File: src/design/hmac_pkg.sv
// hmac_pkg: types, codes and SHA-256 constants for the HMAC-SHA256 engine.
// Used by hmac_sha_core and hmac_sha256_engine. No dependencies.
package hmac_pkg;

  typedef enum logic [1:0] {
    CMD_KEY = 2'd0,
    CMD_MSG = 2'd1,
    CMD_FIN = 2'd2,
    CMD_NOP = 2'd3
  } cmd_t;

  typedef enum logic [3:0] {
    ST_IDLE,
    ST_KRAW,
    ST_BYTE,
    ST_KPAD,
    ST_DIG,
    ST_P80,
    ST_PZERO,
    ST_PLEN,
    ST_PWAIT,
    ST_OUT
  } eng_state_t;

  typedef enum logic [1:0] {
    FIN_KEY,
    FIN_INNER,
    FIN_MAC
  } fin_sel_t;

  typedef enum logic [1:0] {
    CP_IDLE,
    CP_ROUND,
    CP_FOLD
  } core_phase_t;

  typedef struct packed {
    logic       start;
    logic       absorb;
    logic [7:0] data;
  } core_req_t;

  typedef struct packed {
    logic         ready;
    logic [5:0]   fill;
    logic [255:0] digest;
  } core_rsp_t;

  localparam logic [7:0] IPAD      = 8'h36;
  localparam logic [7:0] OPAD      = 8'h5c;
  localparam logic [7:0] PAD_FIRST = 8'h80;
  localparam logic [5:0] LEN_FILL  = 6'd56;

  localparam logic [31:0] IV [8] = '{
    32'h6a09e667, 32'hbb67ae85, 32'h3c6ef372, 32'ha54ff53a,
    32'h510e527f, 32'h9b05688c, 32'h1f83d9ab, 32'h5be0cd19
  };

  function automatic logic [31:0] round_k(input logic [5:0] i);
    logic [31:0] k;
    unique case (i)
      6'd0:  k = 32'h428a2f98; 6'd1:  k = 32'h71374491; 6'd2:  k = 32'hb5c0fbcf;
      6'd3:  k = 32'he9b5dba5; 6'd4:  k = 32'h3956c25b; 6'd5:  k = 32'h59f111f1;
      6'd6:  k = 32'h923f82a4; 6'd7:  k = 32'hab1c5ed5; 6'd8:  k = 32'hd807aa98;
      6'd9:  k = 32'h12835b01; 6'd10: k = 32'h243185be; 6'd11: k = 32'h550c7dc3;
      6'd12: k = 32'h72be5d74; 6'd13: k = 32'h80deb1fe; 6'd14: k = 32'h9bdc06a7;
      6'd15: k = 32'hc19bf174; 6'd16: k = 32'he49b69c1; 6'd17: k = 32'hefbe4786;
      6'd18: k = 32'h0fc19dc6; 6'd19: k = 32'h240ca1cc; 6'd20: k = 32'h2de92c6f;
      6'd21: k = 32'h4a7484aa; 6'd22: k = 32'h5cb0a9dc; 6'd23: k = 32'h76f988da;
      6'd24: k = 32'h983e5152; 6'd25: k = 32'ha831c66d; 6'd26: k = 32'hb00327c8;
      6'd27: k = 32'hbf597fc7; 6'd28: k = 32'hc6e00bf3; 6'd29: k = 32'hd5a79147;
      6'd30: k = 32'h06ca6351; 6'd31: k = 32'h14292967; 6'd32: k = 32'h27b70a85;
      6'd33: k = 32'h2e1b2138; 6'd34: k = 32'h4d2c6dfc; 6'd35: k = 32'h53380d13;
      6'd36: k = 32'h650a7354; 6'd37: k = 32'h766a0abb; 6'd38: k = 32'h81c2c92e;
      6'd39: k = 32'h92722c85; 6'd40: k = 32'ha2bfe8a1; 6'd41: k = 32'ha81a664b;
      6'd42: k = 32'hc24b8b70; 6'd43: k = 32'hc76c51a3; 6'd44: k = 32'hd192e819;
      6'd45: k = 32'hd6990624; 6'd46: k = 32'hf40e3585; 6'd47: k = 32'h106aa070;
      6'd48: k = 32'h19a4c116; 6'd49: k = 32'h1e376c08; 6'd50: k = 32'h2748774c;
      6'd51: k = 32'h34b0bcb5; 6'd52: k = 32'h391c0cb3; 6'd53: k = 32'h4ed8aa4a;
      6'd54: k = 32'h5b9cca4f; 6'd55: k = 32'h682e6ff3; 6'd56: k = 32'h748f82ee;
      6'd57: k = 32'h78a5636f; 6'd58: k = 32'h84c87814; 6'd59: k = 32'h8cc70208;
      6'd60: k = 32'h90befffa; 6'd61: k = 32'ha4506ceb; 6'd62: k = 32'hbef9a3f7;
      6'd63: k = 32'hc67178f2;
      default: k = 32'h0;
    endcase
    return k;
  endfunction

endpackage

File: src/design/hmac_sha_core.sv
// hmac_sha_core: SHA-256 byte absorber with one compression round per cycle.
// Depends on hmac_pkg. Padding and length are supplied by the caller as bytes.
module hmac_sha_core (
  input  logic                clk,
  input  logic                rst,
  input  hmac_pkg::core_req_t req,
  output hmac_pkg::core_rsp_t rsp
);
  import hmac_pkg::*;

  core_phase_t phase;
  logic [31:0] chain [8];
  logic [31:0] v [8];
  logic [31:0] w [16];
  logic [511:0] blk;
  logic [511:0] blk_next;
  logic [5:0]  fill;
  logic [5:0]  round;
  logic [31:0] t1, t2, s0, s1, w_new;
  logic        take;

  assign take     = req.absorb && (phase == CP_IDLE);
  assign blk_next = {blk[503:0], req.data};

  always_comb begin
    t1 = v[7] + ({v[4][5:0], v[4][31:6]} ^ {v[4][10:0], v[4][31:11]} ^
                 {v[4][24:0], v[4][31:25]}) +
         ((v[4] & v[5]) ^ (~v[4] & v[6])) + round_k(round) + w[0];
    t2 = ({v[0][1:0], v[0][31:2]} ^ {v[0][12:0], v[0][31:13]} ^
          {v[0][21:0], v[0][31:22]}) +
         ((v[0] & v[1]) ^ (v[0] & v[2]) ^ (v[1] & v[2]));
    s0 = {w[1][6:0], w[1][31:7]} ^ {w[1][17:0], w[1][31:18]} ^ {3'b000, w[1][31:3]};
    s1 = {w[14][16:0], w[14][31:17]} ^ {w[14][18:0], w[14][31:19]} ^
         {10'd0, w[14][31:10]};
    w_new = w[0] + s0 + w[9] + s1;
  end

  always_ff @(posedge clk) begin
    if (rst) begin
      phase <= CP_IDLE;
      fill  <= '0;
      round <= '0;
      for (int i = 0; i < 8; i++) chain[i] <= IV[i];
    end else begin
      unique case (phase)
        CP_IDLE: begin
          if (req.start) begin
            fill <= '0;
            for (int i = 0; i < 8; i++) chain[i] <= IV[i];
          end else if (take) begin
            blk  <= blk_next;
            fill <= fill + 6'd1;
            if (fill == 6'd63) begin
              for (int i = 0; i < 16; i++) w[i] <= blk_next[511 - 32*i -: 32];
              for (int i = 0; i < 8; i++) v[i] <= chain[i];
              round <= '0;
              phase <= CP_ROUND;
            end
          end
        end
        CP_ROUND: begin
          v[0] <= t1 + t2;
          v[1] <= v[0];
          v[2] <= v[1];
          v[3] <= v[2];
          v[4] <= v[3] + t1;
          v[5] <= v[4];
          v[6] <= v[5];
          v[7] <= v[6];
          for (int i = 0; i < 15; i++) w[i] <= w[i+1];
          w[15] <= w_new;
          round <= round + 6'd1;
          if (round == 6'd63) phase <= CP_FOLD;
        end
        CP_FOLD: begin
          for (int i = 0; i < 8; i++) chain[i] <= chain[i] + v[i];
          phase <= CP_IDLE;
        end
        default: phase <= CP_IDLE;
      endcase
    end
  end

  assign rsp.ready  = (phase == CP_IDLE);
  assign rsp.fill   = fill;
  assign rsp.digest = {chain[0], chain[1], chain[2], chain[3],
                       chain[4], chain[5], chain[6], chain[7]};

endmodule

File: config.mk
export PLATFORM = sky130hd
export DESIGN_NAME = hmac_sha_core
export DESIGN_NICKNAME = d
export VERILOG_FILES = /design/src/design/hmac_pkg.sv /design/src/design/hmac_sha_core.sv
export SDC_FILE = /design/constraint.sdc
export NUM_CORES = 2
export LEC_CHECK = 0
export ABC_AREA = 1
export BUFFER_PORTS_ARGS = -buffer_cell sky130_fd_sc_hd__buf_2
export CAP_MARGIN = 20
export CORE_AREA = 3 3 552 554
export CTS_CLUSTER_DIAMETER = 40
export CTS_CLUSTER_SIZE = 10
export DETAILED_ROUTE_END_ITERATION = 10
export DIE_AREA = 0 0 555 557
export GPL_ROUTABILITY_DRIVEN = 0
export PLACE_DENSITY = 0.55
export SYNTH_ARGS = -nofsm -noshare
export SYNTH_HDL_FRONTEND = slang
export SYNTH_SLANG_ARGS = --single-unit
File: constraint.sdc
create_clock -name clk -period 32.7 [get_ports clk]
set_clock_uncertainty 0.05 [all_clocks]
set_input_delay 6.54 -clock clk [delete_from_list [all_inputs] [get_ports clk]]
set_output_delay 6.54 -clock clk [all_outputs]
set_load 0.02 [all_outputs]
==> results.md <==
- The total number of yosys warnings is 0.
- The share of the clock period used by the worst path after layout is 32.5%.
- Relative to the synthesized area, the layout overhead comes to 16.1%.
- Cells with a size suffix above 1 make up 7.90% of the layout.
- The fill cell instance count of the final layout is 30500.
- The number of design-rule violations left by the first detailed-router iteration is 8363.
- The mean routed wirelength per cell is 21.7 microns.
- The classification of the worst-slack hold path is reg2reg.
- Among all flip-flop cells after synthesis, the most frequent one is edfxtp_1.
- The sequential cell fraction of total power is 24.2%.
- The number of nets in the synthesized netlist is 10500.
- The required time at the worst-slack endpoint is 33.06 ns.
- On the critical path, the stage with the largest delay is an instance of buf_4.
- The final number of setup-violating endpoints is 0.
- The count of flip-flops with a built-in enable after synthesis is 1496.
- STA classifies the critical path endpoint as a flip-flop.
- The cell internal power dissipation is 5690 uW.
- The clock insertion delay at the later pin of the skew report is 0.87 ns.
- The count of different cell masters after synthesis is 57.
- The number of placed instances, taps included, is 13800.
- After layout, the minimum clock period comes to 10.62 ns.
- The final layout contains 10800 nets.
- TritonCTS created 278 clock buffers.
- Detailed placement ended at an HPWL of 230 mm.
- The count of input and output buffers is 274.
- Power spread over the standard cell area amounts to 99.0 nW/um^2.
- In this run switching power makes up 45.0% of total power.
- Along the worst hold path, the cell count comes to 0.
- The via count of the first global-routing pass was 67200.
- The total stage count of the critical path is 7.
- After detailed routing, the total wire length is 311 mm.
- The stage delay of the slowest cell on the critical path is 0.91 ns.
- The cell area after layout is 104000 sq um.
- Summed over all cells, the static leakage comes to 0.0421 uW.
- Clock-pin slew was measured on the worst setup and hold paths at 0.05 ns.
- In this run the tightest slew margin relative to its limit is 20.9%.
- Once detail routing completed, the nets flagged for antenna violations numbered 0.
- Counting every sink on the clock net gives 1574.
- The highest clock rate is 94.1 MHz.
- The CTS tree is built.
- On the critical path the largest part of the delay comes from buffers and inverters.
- The number of buffers added for setup after CTS is 0.
- For this configuration, the core starts out at a cell density of 30.0%.
- The pin slew with the least headroom to its limit is 1.19 ns.
- In this run the cell area of the synthesized design comes to 89900 sq um.
- The H-tree generated during clock tree synthesis spans 5 levels.
- In the layout the commonest cells are 3398 x nand2_1, 1496 x edfxtp_1, 925 x inv_1.
- The share of the Yosys chip area taken by registers is 51.7%.
- The longest clock path from root to sink contains 4 buffers.
- The number of antenna violations at the first check in global routing is 19.
- The reported max-cap violation count is 0.
- In this run the power spent charging and discharging nets is 4650 uW.
- The critical path contains buffers and inverters numbering 5 combined.
- The standard cell area after detailed placement is 95400 sq um.
- Setup repair after global routing left no endpoint under its margin.
- The number of storage elements in the synthesis netlist is 1574.
- The post-synthesis cell count is 9857.
- The number of optimization iterations in the first detailed-route pass is 7.
- Adding up every negative setup slack in the final design gives 0 ns.
- Counting flops with an async set or reset pin after synthesis yields a share of 0%.
- The worst reg2reg path depth is 30.
- The number of instances resized during post-cts repair is 0.
- Counting stages on the worst path, the most repeated cell is buf_4.
- The worst-path maximum fanout is 102.
- The count of endpoints failing hold in the final timing report is 0.
- The average vias per placed instance is 5.02.
- The maximum ir drop on the vdd rail is 0.129 mV.
- The largest net degree at the start of global routing is 231.
- The mean cell area of the mapped netlist is 9.12 sq um.
- The count of standard-cell rows is 201.
- The die outline height is 557 microns.
- The post-detailed-route DRC marker count is 0.
- Global routing finished with a remaining overflow of 0.
- Data on the critical path arrives at its endpoint at 10.98 ns.
- The wire length of the first global-routing pass is 449 mm.
- The final instance count without filler cells is 14300.
- The cts-stage hold buffer count is 0.
- CTS placed an instance of clkbuf_16 at the clock tree root.
- The overall global routing resource usage is 19.4%.
- The final-report max-slew violation count is 0.
- The total I/O pin count is 275.
- The floorplan step defined a core boundary enclosing 300000 sq um.
- The critical path is of the in2reg type.
- The clock network accounts for 27.1% of the total power.
- The share of total power dissipated in combinational logic is 48.7%.
- The floorplan step defined a die boundary enclosing 309000 sq um.
- Summing internal, switching and leakage power gives 10300 uW.
- The number of vias in the routed layout is 72000.
- The commonest non-fill, non-tap cell in the layout is nand2_1.
- The worst setup path is launched from a primary input.
- The run finished with clean final reports.
- The horizontal die dimension is 555 microns.
- The signal on the critical path passes through buf_2, nor2_4, buf_4, inv_8, nand2_4, buf_4, buf_4.
[final cells by class]
type / count / area, sq um / area share, %
antenna: 12 / 30.0 / 0.0288
clock inverter: 168 / 1720 / 1.65
clock buffer: 318 / 7190 / 6.89
multi-input combinational: 7051 / 38700 / 37.0
timing repair buffer: 321 / 1830 / 1.75
inverter: 933 / 3520 / 3.37
tap: 3958 / 4950 / 4.74
sequential: 1574 / 46500 / 44.5
[stage by stage]
step           hold slack (ns)  setup WS [ns]  utilization [%]
2_1_floorplan            0.377           3.66                -
3_3_place_gp             0.377          21.01             31.8
3_5_place_dp             0.382          21.03             31.8
4_1_cts                  0.326          21.91             34.8
5_1_grt                  0.341          21.73             34.8
6_report                 0.329          22.08             34.8
[power groups by stage]
stage,sequential [uW],clock [uW],combinational [uW]
after floorplan,2600,0,3350
after global placement,2540,0,4870
after detailed placement,2540,0,4880
after CTS,2500,2850,4900
after global routing,2510,2940,5570
final,2500,2800,5030
[cell usage after synthesis (all sizes together) (4+ instances only)]
library cell,number,area (sq um)
nor3,69,355
a21boi,26,195
nand4,82,513
edfxtp,1496,44900
nand3b,24,180
o21bai,54,405
or2,38,238
a31oi,46,288
o21a,51,383
nand2,3408,12800
o211ai,38,285
nor2,507,1920
nand3,477,2390
inv,933,3500
o21ai,568,2850
xor2,176,1540
a31o,4,35.0
a21oi,613,3070
o221ai,9,78.8
nor4,20,125
buf,122,638
xnor2,147,1290
and3,5,31.3
o221a,10,113
a211oi,5,37.5
fa,195,3900
a21o,67,503
ha,390,4880
dfxtp,78,1560
clkbuf,177,664
[worst reg2reg max path: cells and delay by family, from the launching register on]
kind	cells	cell delay, ns
AOI/OAI and AO/OA	6	1.16
xor gates and xnor gates	2	0.92
adders and majority gates	7	3.05
buffers and inverters	7	0.85
DFF	1	0.60
and+or+nand+nor	8	0.89
[layer usage]
| layer | wire length [microns] | vias up | GRT usage [%] |
|---|---|---|---|
| met5 | 26 | - | 0 |
| met4 | 13600 | 4 | 7.77 |
| met3 | 29300 | 636 | 3.90 |
| met2 | 132000 | 3314 | 28.9 |
| met1 | 135000 | 34300 | 27.4 |
| li1 | - | 33800 | - |
[registers in the layout, summed over array words and instances (netlist names), named ones only]
signal	flops
blk	504
chain	256
fill	6
phase	2
round	6
v	256
w	512
[worst paths after layout]
kind,from,slack (ns),to
worst max-delay path,rst,22.08,w[1][12]
worst max register to register,v[0][154],24.90,v[0][22]
worst min register to register,blk[476],0.33,blk[484]
worst min-delay path,blk[476],0.33,blk[484]
[logic make-up after synthesis]
group	count (synthesis)	synth area share, %
mux	3	0.0348
flops	1574	51.7
compound gates	1503	9.28
xor+xnor	323	3.15
fa+ha+maj	587	9.79
buf+inv	1232	5.34
simple gates	4635	20.7
Power figures use the tool's default switching activity.
